### src/design/pbe_pkg.sv
`timescale 1ns / 1ps

package pbe_pkg;

  localparam int unsigned ChBits     = 5;
  localparam int unsigned ColorBits  = 15;
  localparam int unsigned LayerBits  = 3;
  localparam int unsigned MaskBits   = 6;
  localparam int unsigned CfgIdxBits = 3;
  localparam int unsigned CfgBits    = 6;

  localparam logic [ChBits-1:0]    CH_MAX       = 5'd31;
  localparam logic [ChBits-1:0]    WEIGHT_MAX   = 5'd16;
  localparam logic [LayerBits-1:0] LAYER_OBJECT = 3'd4;

  localparam logic [CfgIdxBits-1:0] REG_FIRST_MASK  = 3'd0;
  localparam logic [CfgIdxBits-1:0] REG_SECOND_MASK = 3'd1;
  localparam logic [CfgIdxBits-1:0] REG_EFFECT_MODE = 3'd2;
  localparam logic [CfgIdxBits-1:0] REG_TOP_WEIGHT  = 3'd3;
  localparam logic [CfgIdxBits-1:0] REG_BOT_WEIGHT  = 3'd4;
  localparam logic [CfgIdxBits-1:0] REG_FADE        = 3'd5;

  typedef enum logic [1:0] {
    MODE_NONE     = 2'd0,
    MODE_ALPHA    = 2'd1,
    MODE_BRIGHTEN = 2'd2,
    MODE_DARKEN   = 2'd3
  } mode_t;

  typedef logic [ChBits-1:0]   weight_t;
  typedef logic [MaskBits-1:0] mask_t;

  typedef struct packed {
    logic [ColorBits-1:0] top_color;
    logic [LayerBits-1:0] top_layer;
    logic                 top_transparent;
    logic                 effect_allowed;
    logic                 top_semi_transparent;
    logic [ColorBits-1:0] bottom_color;
    logic [LayerBits-1:0] bottom_layer;
    logic                 bottom_transparent;
  } pixel_t;

  typedef struct packed {
    logic  apply;
    mode_t mode;
  } ctrl_t;

  function automatic weight_t clamp_weight(input weight_t w);
    return (w > WEIGHT_MAX) ? WEIGHT_MAX : w;
  endfunction

endpackage

### src/design/pixel_blend_effects.sv
`timescale 1ns / 1ps
// A word accepted with start passes the input register, then the result register,
// and appears on out_color with done high for one cycle.
// Throughput: one pixel per clock; busy is always low, as neither stage ever stalls.
// Reset clears all configuration registers to zero and both stage valid flags.
// The receiver cannot stall, so each result is shown for exactly one cycle.

module pixel_blend_effects import pbe_pkg::*; (
  input  logic                  clk,
  input  logic                  rst,
  input  logic                  start,
  output logic                  busy,
  input  logic [ColorBits-1:0]  top_color,
  input  logic [LayerBits-1:0]  top_layer,
  input  logic                  top_transparent,
  input  logic                  effect_allowed,
  input  logic                  top_semi_transparent,
  input  logic [ColorBits-1:0]  bottom_color,
  input  logic [LayerBits-1:0]  bottom_layer,
  input  logic                  bottom_transparent,
  output logic                  done,
  output logic [ColorBits-1:0]  out_color,
  input  logic                  cfg_we,
  input  logic [CfgIdxBits-1:0] cfg_index,
  input  logic [CfgBits-1:0]    cfg_data
);

  mask_t   first_target_mask;
  mask_t   second_target_mask;
  mode_t   effect_mode;
  weight_t top_weight;
  weight_t bottom_weight;
  weight_t fade_amount;

  pixel_t  pix;
  logic    pix_valid;
  ctrl_t   ctrl;
  logic [ColorBits-1:0] blended;
  logic [ColorBits-1:0] out_color_next;

  assign busy = 1'b0;

  always_ff @(posedge clk) begin
    if (rst) begin
      first_target_mask  <= '0;
      second_target_mask <= '0;
      effect_mode        <= MODE_NONE;
      top_weight         <= '0;
      bottom_weight      <= '0;
      fade_amount        <= '0;
    end else if (cfg_we) begin
      unique case (cfg_index)
        REG_FIRST_MASK:  first_target_mask  <= cfg_data[MaskBits-1:0];
        REG_SECOND_MASK: second_target_mask <= cfg_data[MaskBits-1:0];
        REG_EFFECT_MODE: effect_mode        <= mode_t'(cfg_data[1:0]);
        REG_TOP_WEIGHT:  top_weight         <= cfg_data[ChBits-1:0];
        REG_BOT_WEIGHT:  bottom_weight      <= cfg_data[ChBits-1:0];
        REG_FADE:        fade_amount        <= cfg_data[ChBits-1:0];
        default: ;
      endcase
    end
  end

  // Input register.
  always_ff @(posedge clk) begin
    if (rst) begin
      pix_valid <= 1'b0;
    end else begin
      pix_valid <= start && !busy;
    end
    if (start && !busy) begin
      pix.top_color            <= top_color;
      pix.top_layer            <= top_layer;
      pix.top_transparent      <= top_transparent;
      pix.effect_allowed       <= effect_allowed;
      pix.top_semi_transparent <= top_semi_transparent;
      pix.bottom_color         <= bottom_color;
      pix.bottom_layer         <= bottom_layer;
      pix.bottom_transparent   <= bottom_transparent;
    end
  end

  pbe_select u_select (
    .pix                (pix),
    .first_target_mask  (first_target_mask),
    .second_target_mask (second_target_mask),
    .effect_mode        (effect_mode),
    .ctrl               (ctrl)
  );

  for (genvar k = 0; k < 3; k++) begin : g_ch
    pbe_channel u_channel (
      .mode      (ctrl.mode),
      .top_ch    (pix.top_color[k*ChBits +: ChBits]),
      .bottom_ch (pix.bottom_color[k*ChBits +: ChBits]),
      .top_w     (clamp_weight(top_weight)),
      .bottom_w  (clamp_weight(bottom_weight)),
      .fade      (clamp_weight(fade_amount)),
      .out_ch    (blended[k*ChBits +: ChBits])
    );
  end

  assign out_color_next = ctrl.apply ? blended : pix.top_color;

  // Result register.
  always_ff @(posedge clk) begin
    if (rst) begin
      done <= 1'b0;
    end else begin
      done <= pix_valid;
    end
    if (pix_valid) begin
      out_color <= out_color_next;
    end
  end

  a_done_follows_start: assert property (@(posedge clk) disable iff (rst)
    done |-> $past(start, 2))
    else $error("result strobe without an accepted word two cycles earlier");

  a_passthrough: assert property (@(posedge clk) disable iff (rst)
    done && $past(!effect_allowed || top_transparent, 2) |-> out_color == $past(top_color, 2))
    else $error("pixel with effects off was not passed through");

  a_brighten_not_darker: assert property (@(posedge clk) disable iff (rst)
    done && $past(effect_mode == MODE_BRIGHTEN && !top_semi_transparent, 2)
    |-> out_color[ChBits-1:0] >= $past(top_color[ChBits-1:0], 2))
    else $error("brighten lowered the red channel");

endmodule

### src/design/pbe_select.sv
`timescale 1ns / 1ps

module pbe_select import pbe_pkg::*; (
  input  pixel_t pix,
  input  mask_t  first_target_mask,
  input  mask_t  second_target_mask,
  input  mode_t  effect_mode,
  output ctrl_t  ctrl
);

  logic [7:0] first_ext;
  logic [7:0] second_ext;
  logic       top_first;
  logic       bottom_ok;
  logic       forced;
  mode_t      mode;

  // Layer codes six and seven land on the zero padding, so they match no mask.
  assign first_ext  = {2'b00, first_target_mask};
  assign second_ext = {2'b00, second_target_mask};
  assign top_first  = first_ext[pix.top_layer];
  assign bottom_ok  = !pix.bottom_transparent && second_ext[pix.bottom_layer];
  assign forced     = (pix.top_layer == LAYER_OBJECT) && pix.top_semi_transparent && bottom_ok;

  always_comb begin
    mode = forced ? MODE_ALPHA : effect_mode;
    ctrl.mode  = mode;
    ctrl.apply = pix.effect_allowed && !pix.top_transparent && (forced || top_first)
                 && (mode != MODE_NONE) && !((mode == MODE_ALPHA) && !bottom_ok);
  end

endmodule

### src/design/pbe_channel.sv
`timescale 1ns / 1ps

module pbe_channel import pbe_pkg::*; (
  input  mode_t             mode,
  input  logic [ChBits-1:0] top_ch,
  input  logic [ChBits-1:0] bottom_ch,
  input  weight_t           top_w,
  input  weight_t           bottom_w,
  input  weight_t           fade,
  output logic [ChBits-1:0] out_ch
);

  logic [9:0]        top_prod;
  logic [9:0]        bottom_prod;
  logic [9:0]        fade_prod;
  logic [ChBits-1:0] fade_base;
  logic [6:0]        value;

  assign top_prod    = {5'b00000, top_w} * {5'b00000, top_ch};
  assign bottom_prod = {5'b00000, bottom_w} * {5'b00000, bottom_ch};
  // Brighten scales the headroom to white, darken scales the channel itself.
  assign fade_base   = (mode == MODE_BRIGHTEN) ? (CH_MAX - top_ch) : top_ch;
  assign fade_prod   = {5'b00000, fade} * {5'b00000, fade_base};

  always_comb begin
    case (mode)
      MODE_ALPHA:    value = {1'b0, top_prod[9:4]} + {1'b0, bottom_prod[9:4]};
      MODE_BRIGHTEN: value = {2'b00, top_ch} + {1'b0, fade_prod[9:4]};
      MODE_DARKEN:   value = {2'b00, top_ch} - {1'b0, fade_prod[9:4]};
      default:       value = {2'b00, top_ch};
    endcase
    out_ch = (value > {2'b00, CH_MAX}) ? CH_MAX : value[ChBits-1:0];
  end

endmodule

### config.mk
export PLATFORM = sky130hd
export DESIGN_NAME = pixel_blend_effects
export DESIGN_NICKNAME = d
export VERILOG_FILES = /design/src/design/pbe_pkg.sv /design/src/design/pixel_blend_effects.sv /design/src/design/pbe_select.sv /design/src/design/pbe_channel.sv
export SDC_FILE = /design/constraint.sdc
export NUM_CORES = 1
export LEC_CHECK = 0
export BUFFER_PORTS_ARGS = -buffer_cell sky130_fd_sc_hd__buf_4
export CAP_MARGIN = 10
export CELL_PAD_IN_SITES_DETAIL_PLACEMENT = 0
export CELL_PAD_IN_SITES_GLOBAL_PLACEMENT = 1
export CORE_UTILIZATION = 40
export CTS_CLUSTER_SIZE = 28
export DETAILED_ROUTE_END_ITERATION = 8
export PLACE_DENSITY = 0.79
export SYNTH_ARGS = -nofsm -noshare
export SYNTH_HDL_FRONTEND = slang
export SYNTH_SLANG_ARGS = --single-unit
### constraint.sdc
create_clock -name clk -period 13.3 [get_ports clk]
set_input_delay 1.33 -clock clk [delete_from_list [all_inputs] [get_ports clk]]
set_output_delay 1.33 -clock clk [all_outputs]
set_load 0.02 [all_outputs]
==> results of run 1 <==
## critical path: cells and delay by family, from the launching register on
| kind | cells | cell delay, ns |
|---|---|---|
| AOI/OAI and AO/OA | 9 | 1.85 |
| xor gates and xnor gates | 3 | 0.78 |
| adders and majority gates | 6 | 1.80 |
| buffers and inverters | 3 | 0.36 |
| DFF | 1 | 0.45 |
| muxes | 1 | 0.25 |
| and+or+nand+nor | 9 | 2.09 |
## cells by family (layout without fill, tap and decap cells)
| logic type | count (synthesis) | in the layout |
|---|---|---|
| adder cells (fa/ha/maj) | 258 | 258 |
| other | 1 | 1 |
| buffers and inverters | 200 | 252 |
| multiplexers | 45 | 45 |
| flip-flops | 86 | 86 |
| AO/OA/AOI/OAI | 177 | 177 |
| AND/OR/NAND/NOR | 502 | 502 |
| XOR/XNOR | 71 | 71 |
## layout make-up
class                           instances  area (um^2)
Fill cell                            2859        15800
Multi-Input combinational cell       1054         8630
Sequential cell                        86         2270
Timing Repair Buffer                   79          593
Inverter                              157          589
Tap cell                              384          480
Clock buffer                           10          250
Clock inverter                          6         96.3
## synth_stat cells (7+ instances only)
cell / count
fa_1: 78
ha_1: 180
mux2i_1: 38
nor2_1: 136
nand4_1: 7
xnor2_1: 46
a21o_1: 12
o21ai_0: 25
a31oi_1: 7
nor2b_1: 39
nand2_1: 125
a21oi_1: 45
xor2_1: 25
o32a_1: 9
dfxtp_1: 31
and3_1: 7
nor3_1: 46
or2_2: 15
o21a_1: 24
and2_1: 62
inv_1: 156
clkbuf_1: 36
nand3_1: 10
nor4_1: 8
nand2b_1: 20
edfxtp_1: 55
## power breakdown
part | switching [mW] | internal (mW)
logic | 0.109 | 0.0872
clock network | 0.122 | 0.179
registers | 0.0239 | 0.302
total | 0.254 | 0.568
## routing by layer
layer / part of all wire, % / vias up / global-route usage [%]
met1: 47 / 4465 / 24.5
met5: 0 / - / 0
met2: 48 / 172 / 31.6
li1: - / 4627 / -
met3: 4.0 / 21 / 2.77
met4: 1.2 / 0 / 3.80
## state kept, by name (all words and copies together) (netlist names)
register	cells
effect_mode	2
second_target_mask	6
pix	40
pix_valid	1
fade_amount	5
out_color	15
bottom_weight	5
done	1
first_target_mask	6
top_weight	5
## path summary, 6_finish.rpt
check | from | endpoint | slack, ns | cells past startpoint
setup / recovery | pix[22]$_DFFE_PP_ | out_color[11]$_DFFE_PP_ | 5.39 | 31
hold / removal | bottom_weight[1]$_SDFFE_PP0P_ | bottom_weight[1]$_SDFFE_PP0P_ | 0.49 | 2
setup reg to reg | pix[22]$_DFFE_PP_ | out_color[11]$_DFFE_PP_ | 5.39 | 31
hold reg to reg | bottom_weight[1]$_SDFFE_PP0P_ | bottom_weight[1]$_SDFFE_PP0P_ | 0.49 | 2
## per-stage QoR
stage               util (%)  hold slack [ns]  setup slack, ns
floorplan                  -            0.452             5.80
global placement        43.8            0.469             5.70
detailed placement      43.8            0.477             5.38
CTS                     45.0            0.495             5.34
global route            45.0            0.520             4.69
finish                  45.0            0.487             5.39
==> metrics.txt, run 1 <==
Seq/Total Area, Yosys 19.5%; placed insts approximately 1.8k; share of cells above drive strength 1 9.20%; Yosys top cell by area ha_1; CTS tree done; CTS Buffer Depth 2; Avg Cell Area, Syn 8.70 um^2; largest net degree at the start of global routing 42; clk_lat worst skew roughly 0.37 ns; final period utilization roughly 60%; Avg Vias per Cell 5.23; DIE AREA around 30,000 um^2; Antenna diodes 0; area delta synth->final 10.8%; most common cell after layout, fill and taps aside ha_1; initial antenna violation count 0; final instance area about 13,000 um^2; CTS root buffer clkbuf_16; # DRC 0; Post-CTS Resized 0; drt total wl 26.4 mm; synthesized cell area between 10,000 and 15,000 um^2; run status complete, no violations; Min-Delay Path Class flip-flop to flip-flop; most used cell along the critical path ha_1; CP max stage delay just over 0.5 ns; I/O pins 70; peak fanout along the critical path 26; WP data required approximately 13 ns; RSZ-0062 raised after global routing no; die height about 170 um; core area around 29,000 um^2; Max VDD drop about 0.078 mV; global route overflow 0; PortBufs approximately 70; Post-Place Cell Area 12,600 um^2; Seq cells post-synth 86; min Tclk post-route a little under 8 ns; DR pass1 iterations 5; Final Power a little over 800 uW; dominant cells by area after synthesis ha_1 19%, edfxtp_1 14%, fa_1 13%; via count about 9.3k; gr usage total between 10% and 20%; post-DP HPWL 21.2 mm; Clock Sinks 86; Synth top area share between 10% and 20%; Clock Skew ~0.016 ns; Worst EP arrival between 7 and 8 ns; CTS Buf Count 9; H-tree levels 3; Post-Layout Cell Count 1,776; Iteration-0 DRC Markers between 500 and 600; crit path capture type flip-flop; Max Freq between 0.1 and 0.15 GHz; critical path launch point type flip-flop; Main synth FF type edfxtp_1; most frequent cells in the layout 180 x ha_1, 156 x inv_1, 136 x nor2_1, 125 x nand2_1, 79 x buf_4; Die Wd about 170 um; crit path max-delay cell type or4b_1; EDFF count, synth 55; Initial Util 40.6%; max_cap viols 0; first-pass GRT wire length 44.9 mm; synth warn 0; Synth Area in XOR/XNOR ~5.3%; pwr/cell area approximately 64 nW/um^2; P_leak 6.29 nW; wire per inst 14.9 um; Synth Area in Adders 32.7%; Post-Synth Simple-Gate Area 21.2%; Reg clk slew, reported paths roughly 0.060 ns; fin. max-slew vios 0; Crit Path Class flip-flop to flip-flop; largest family of logic cells by synthesized area adder cells; Antenna Nets Post-Route 0; Syn Nets about 1.7k; Nets 1,698; mux contribution to synthesized area ~4.1%; Setup Viol. Count Final 0; CTS Hold Buffers Added 0; Setup Buffers After CTS 0; RePlAce Congestion 0.862; vias in the first global route 9,143; measured slew at the worst slew-check pin 1.06 ns; Netlist cell types 73; Async S/R FF share, synth 0%; Hold Violations, Final 0; setup_tns 0 ns; post-synthesis compound-gate area fraction 10.6%; Cell Rows just over 60; Post-Syn Instances around 1.3k; max_slew headroom 29.1%
Power figures use the tool's default switching activity.
==> inputs of run 2 (changes only) <==
clock period = 8.2 ns   (was 13.3 ns; I/O delays follow)
==> metrics.txt, run 2 (synthesized netlist as in run 1, its figures left out) <==
Cell Rows 62 (unchanged); Nets 1,707 (was 1,698); Biggest register pix (unchanged); max reg flops 40 (unchanged); global route overflow 0 (unchanged); Filler cells 2,812 (was 2,859); Clock Skew 0.0127 ns (was 0.0164 ns); most common cell after layout, fill and taps aside ha_1 (unchanged); I/O pins 70 (unchanged); Net Sw Frac 33.2% (was 30.9%); run status complete, no violations (unchanged); worst reg2reg path depth 34 (was 31); RSZ-0062 raised after global routing no (unchanged); setup_tns 0 ns (unchanged); Final Util 45.2% (was 45.0%); most frequent cells in the layout 180 x ha_1, 156 x inv_1, 136 x nor2_1, 125 x nand2_1, 86 x buf_4 (was 180 x ha_1, 156 x inv_1, 136 x nor2_1, 125 x nand2_1, 79 x buf_4); crit path max-delay cell type fa_1 (was or4b_1); CTS root buffer clkbuf_16 (unchanged); DIE AREA 29,800 um^2 (unchanged); min Tclk post-route 7.57 ns (was 7.91 ns); combinational group share of total power 25.2% (was 23.8%); vias in the first global route 9,280 (was 9,143); WP depth 34 (was 31); Hold Path Depth 2 (unchanged); critical path launch point type flip-flop (unchanged); Hold Violations, Final 0 (unchanged); final period utilization 92.3% (was 59.5%); H-tree levels 3 (unchanged); Crit Path Class flip-flop to flip-flop (unchanged); Antenna diodes 0 (unchanged); most used cell along the critical path ha_1 (unchanged); measured slew at the worst slew-check pin 0.929 ns (was 1.06 ns); Setup Viol. Count Final 0 (unchanged); CTS Hold Buffers Added 0 (unchanged); Antenna Nets Post-Route 0 (unchanged); NetSw 422 uW (was 254 uW); CP max stage delay 0.52 ns (was 0.51 ns); buffers and inverters on the worst path 6 (was 3); Reg clk slew, reported paths 0.08 ns (was 0.06 ns); delay-heaviest family, CP adder cells (was simple AND/OR/NAND/NOR gates); PortBufs 68 (unchanged); P_leak 6.33 nW (was 6.29 nW); share of cells above drive strength 1 9.99% (was 9.20%); peak fanout along the critical path 23 (was 26); Initial Util 40.6% (unchanged); via count 9,368 (was 9,285); Flop pwr share 41.5% (was 39.6%); Worst EP arrival 7.80 ns (was 7.99 ns); max_slew headroom 37.6% (was 29.1%); die height 173 um (unchanged); DR pass1 iterations 5 (unchanged); Final Power 1.27 mW (was 823 uW); # DRC 0 (unchanged); CTS Buffer Depth 2 (unchanged); post-DP HPWL 21.6 mm (was 21.2 mm); CTS Buf Count 9 (unchanged); core area 28,700 um^2 (unchanged); area delta synth->final 11.3% (was 10.8%); gr usage total 18.4% (about the same); CTS tree done (unchanged); biggest regs pix (40), out_color (15) (unchanged); initial antenna violation count 0 (unchanged); clock share of power 33.3% (was 36.6%); first-pass GRT wire length 44.6 mm (was 44.9 mm); Max Freq 0.132 GHz (was 0.126 GHz); Max VDD drop 0.131 mV (was 0.0780 mV); drt total wl 26.6 mm (was 26.4 mm); Iteration-0 DRC Markers 577 (was 514); Min-Delay Path Class flip-flop to flip-flop (unchanged); Die Wd 173 um (unchanged); Clock Sinks 86 (unchanged); R2R setup slack 0.63 ns (was 5.39 ns); crit path capture type flip-flop (unchanged); clk_lat worst skew 0.36 ns (was 0.37 ns); largest net degree at the start of global routing 42 (unchanged); max_cap viols 0 (unchanged); pwr/cell area 98.0 nW/um^2 (was 63.7 nW/um^2); wire per inst 14.9 um (about the same); fin. max-slew vios 0 (unchanged); WP data required 8.44 ns (was 13.38 ns); internal power 850 uW (was 568 uW); RePlAce Congestion 0.830 (was 0.862); Avg Vias per Cell 5.25 (was 5.23)
run 2: cell types whose count changed in the layout (fill, tap and decap cells not counted), moves of 2 or more:
| cell | delta |
|---|---|
| xnor2_2 | +2 |
| buf_4 | +7 |
| xnor2_1 | -2 |
| bufinv_16 | -2 |
run 2: worst register-to-register path, delay by kind of cell, from the launching register on:
| family | cells | cell delay [ns] |
|---|---|---|
| buf+inv | 6 | 0.58 |
| compound gates | 8 | 1.82 |
| flops | 1 | 0.44 |
| xor+xnor | 3 | 0.75 |
| fa+ha+maj | 6 | 1.96 |
| mux | 2 | 0.40 |
| simple gates | 9 | 1.52 |
run 2: path summary, 6_finish.rpt:
check,from,to
max,pix[22]$_DFFE_PP_,out_color[6]$_DFFE_PP_
min,bottom_weight[1]$_SDFFE_PP0P_,bottom_weight[1]$_SDFFE_PP0P_
max reg2reg,pix[22]$_DFFE_PP_,out_color[6]$_DFFE_PP_
min reg2reg,bottom_weight[1]$_SDFFE_PP0P_,bottom_weight[1]$_SDFFE_PP0P_
run 2: per-stage QoR:
stage                     hold WS [ns]  std cells  area [um^2]  setup WS (ns)
final                            0.486       1785        13000          0.634
after CTS                        0.495       1784        12900          0.489
after detailed placement         0.474       1768        12600          0.502
after global routing             0.517       1785        13000         0.0255
after floorplan                  0.452       1340        11700          0.704
after global placement           0.470       1768        12600          0.698
run 2: power by group through the flow:
stage | logic (mW) | registers, mW | clock network (mW)
after floorplan | 0.225 | 0.524 | 0
after global placement | 0.313 | 0.537 | 0
after detailed placement | 0.317 | 0.537 | 0
after CTS | 0.319 | 0.528 | 0.438
after global routing | 0.362 | 0.532 | 0.454
final | 0.321 | 0.528 | 0.424
run 2: area by class of cell:
type / count / area (um^2) / share of cell area, %
sequential: 86 / 2270 / 17.5
clock buffer: 9 / 225 / 1.73
timing repair buffer: 88 / 677 / 5.21
tap: 384 / 480 / 3.70
inverter: 157 / 589 / 4.54
multi-input combinational: 1054 / 8660 / 66.7
clock inverter: 7 / 73.8 / 0.569
run 2: what timing repair did:
action | CTS | global route
setup endpoints to repair | 0 | 10
gates resized for setup | 0 | 5
setup buffers | 0 | 1
endpoints found under the hold margin | 0 | 0
run 2: per-layer routing:
metal,share of wire (%),global-route usage [%],vias to the layer above
li1,-,-,4650
met1,46,24.2,4532
met2,49,32.4,171
met3,4.1,2.68,15
met4,0.64,2.91,0
met5,0,0,-
==> inputs of run 3 (changes only) <==
PLACE_DENSITY = 0.78   (was 0.79)
SYNTH_HIERARCHICAL = 1   (was unset)
==> metrics.txt, run 3 <==
Min-Delay Path Class flip-flop to flip-flop (unchanged); Seq/Total Area, Yosys 18.9% (was 19.5%); vias in the first global route 9,082 (was 9,280); drt total wl 25.6 mm (was 26.6 mm); area delta synth->final 11.6% (was 11.3%); crit path capture type flip-flop (unchanged); Crit Path Class flip-flop to flip-flop (unchanged); Antenna diodes 0 (unchanged); DRT met1 WL 12.7 mm (was 12.4 mm); DR pass1 iterations 4 (was 5); final instance area 13,400 um^2 (was 13,000 um^2); Setup Viol. Count Final 0 (unchanged); CP max stage delay 0.54 ns (was 0.52 ns); H-tree levels 3 (unchanged); NetSw 408 uW (was 422 uW); delay-heaviest family, CP compound AO/OA/AOI/OAI gates (was adder cells); Synth top area share 18.7% (was 19.3%); Max Freq 0.127 GHz (was 0.132 GHz); CTS Hold Buffers Added 0 (unchanged); EDFF count, synth 55 (unchanged); metal2 WL 12.0 mm (was 13.0 mm); CTS tree done (unchanged); Nets 1,690 (was 1,707); combinational group share of total power 26.0% (was 25.2%); hold slack 0.474 ns (was 0.486 ns); post-DP HPWL 20.4 mm (was 21.6 mm); Netlist cell types 84 (was 73); Post-Syn Instances 1,304 (was 1,340); internal power 887 uW (was 850 uW); top-count cell post-synth ha_1 (unchanged); Net Sw Frac 31.5% (was 33.2%); pwr/cell area 96.6 nW/um^2 (was 98.0 nW/um^2); setup_tns 0 ns (unchanged); biggest regs pix (40), out_color (15) (unchanged); Clock Sinks 86 (unchanged); Syn Nets 1,615 (was 1,651); Initial Util 40.6% (about the same); Top Layer Used met4 (unchanged); I/O pins 70 (unchanged); DIE AREA 30,700 um^2 (was 29,800 um^2); most common cell after layout, fill and taps aside ha_1 (unchanged); max_slew headroom 24.1% (was 37.6%); placed insts 1,756 (was 1,768); max reg flops 40 (unchanged); largest net degree at the start of global routing 42 (unchanged); synthesized cell area 12,000 um^2 (was 11,700 um^2); Clock Skew 0.0114 ns (was 0.0127 ns); min Tclk post-route 7.86 ns (was 7.57 ns); buffers and inverters on the worst path 2 (was 6); WP data required 8.31 ns (was 8.44 ns); first-pass GRT wire length 44.3 mm (was 44.6 mm); dominant cells by area after synthesis ha_1 19%, edfxtp_1 14%, fa_1 13% (unchanged); PortBufs 68 (unchanged); Iteration-0 DRC Markers 424 (was 577); Die Wd 175 um (was 173 um); measured slew at the worst slew-check pin 1.14 ns (was 0.929 ns); crit path max-delay cell type fa_1 (unchanged); # DRC 0 (unchanged); Seq cells post-synth 86 (unchanged); Avg Cell Area, Syn 9.21 um^2 (was 8.70 um^2); clock share of power 33.2% (was 33.3%); Post-Place Cell Area 13,000 um^2 (was 12,600 um^2); Post-Layout Cell Count 1,774 (was 1,785); fin. max-slew vios 0 (unchanged); die height 175 um (was 173 um); most frequent cells in the layout 179 x ha_1, 169 x inv_1, 119 x nand2_1, 92 x buf_4, 78 x fa_1 (was 180 x ha_1, 156 x inv_1, 136 x nor2_1, 125 x nand2_1, 86 x buf_4); gr usage total 17.6% (was 18.4%); Worst EP arrival 7.97 ns (was 7.80 ns); critical path launch point type flip-flop (unchanged); synth warn 6 (was 0); most used cell along the critical path fa_1 (was ha_1); RePlAce Congestion 0.841 (was 0.830); clk_lat worst skew 0.35 ns (was 0.36 ns); P_leak 6.72 nW (was 6.33 nW); Max VDD drop 0.125 mV (was 0.131 mV); Yosys top cell by area ha_1 (unchanged); peak fanout along the critical path 7 (was 23); final period utilization 95.9% (was 92.3%); run status complete, no violations (unchanged); via count 9,032 (was 9,368); Antenna Nets Post-Route 0 (unchanged); Async S/R FF share, synth 0% (unchanged); Biggest register pix (unchanged); CTS Buffer Depth 2 (unchanged); wire per inst 14.5 um (was 14.9 um); Commonest cells post-synth 180 x ha_1, 169 x inv_1, 119 x nand2_1 (was 180 x ha_1, 156 x inv_1, 136 x nor2_1); Reg clk slew, reported paths 0.07 ns (was 0.08 ns); share of cells above drive strength 1 12.6% (was 9.99%); Main synth FF type edfxtp_1 (unchanged); Cell Rows 63 (was 62); initial antenna violation count 0 (unchanged); RSZ-0062 raised after global routing no (unchanged); CTS root buffer clkbuf_16 (unchanged); global route overflow 0 (unchanged); Flop pwr share 40.8% (was 41.5%); CTS Buf Count 9 (unchanged); Hold Violations, Final 0 (unchanged); max_cap viols 0 (unchanged); met3 WL 519 um (was 1.10 mm); core area 29,600 um^2 (was 28,700 um^2); Avg Vias per Cell 5.09 (was 5.25)
[run 3: metal layers]
| metal | vias up | global-route usage, % |
|---|---|---|
| li1 | 4590 | - |
| met1 | 4317 | 24.4 |
| met2 | 105 | 29.5 |
| met3 | 20 | 1.39 |
| met4 | 0 | 4.53 |
| met5 | - | 0 |
[run 3: path summary, 6_finish.rpt]
kind                                            startpoint                         end  slack, ns  cells after the start
worst max-delay path                      pix[2]$_DFFE_PP_      out_color[9]$_DFFE_PP_       0.34                     29
worst min-delay path            top_weight[2]$_SDFFE_PP0P_  top_weight[2]$_SDFFE_PP0P_       0.47                      2
worst min register to register  top_weight[2]$_SDFFE_PP0P_  top_weight[2]$_SDFFE_PP0P_       0.47                      2
worst max register to register            pix[2]$_DFFE_PP_      out_color[9]$_DFFE_PP_       0.34                     29
[run 3: repair_timing]
action | in CTS | in global routing
buffers inserted | 0 | 2
setup endpoints to repair | 0 | 15
gates resized for setup | 0 | 15
[run 3: metrics by stage]
step / power [mW] / util (%) / worst slack [ns]
finish: 1.29 / 45.4 / 0.340
global route: 1.37 / 45.4 / 0.0255
CTS: 1.31 / 45.1 / 0.0264
detailed placement: 0.869 / 44.1 / 0.0528
global placement: 0.864 / 44.1 / 0.276
floorplan: 0.762 / - / 0.549
[run 3: cell families (layout without fill, tap and decap cells)]
family	after synthesis	after routing	share of synthesized area (%)
AND/OR/NAND/NOR	425	425	19.4
multiplexers	64	64	5.75
adder cells (fa/ha/maj)	258	258	31.7
XOR/XNOR	80	80	5.96
AO/OA/AOI/OAI	192	192	11.6
other	1	1	0.0312
buffers and inverters	198	278	6.64
flip-flops	86	86	18.9
[run 3: power by group through the flow]
stage	Combinational, mW	Clock [mW]	Sequential (mW)
2_1_floorplan	0.235	0	0.527
3_3_place_gp	0.326	0	0.538
3_5_place_dp	0.331	0	0.538
4_1_cts	0.334	0.443	0.529
5_1_grt	0.378	0.455	0.533
6_report	0.336	0.430	0.528
[run 3: worst register-to-register path: cells and delay by family, from the launching register on]
family	cells	cell delay (ns)
adders and majority gates	5	2.20
buffers and inverters	2	0.23
muxes	2	0.63
and+or+nand+nor	6	1.55
AOI/OAI and AO/OA	12	2.31
xor gates and xnor gates	2	0.28
DFF	1	0.40
[run 3: layout make-up]
cell class                 instances  area, um^2
inverter                         169         634
tap                              390         488
sequential                        86        2270
timing repair buffer              93         704
multi-input combinational       1020        9000
clock buffer                       9         225
fill                            2872       16200
clock inverter                     7        77.6
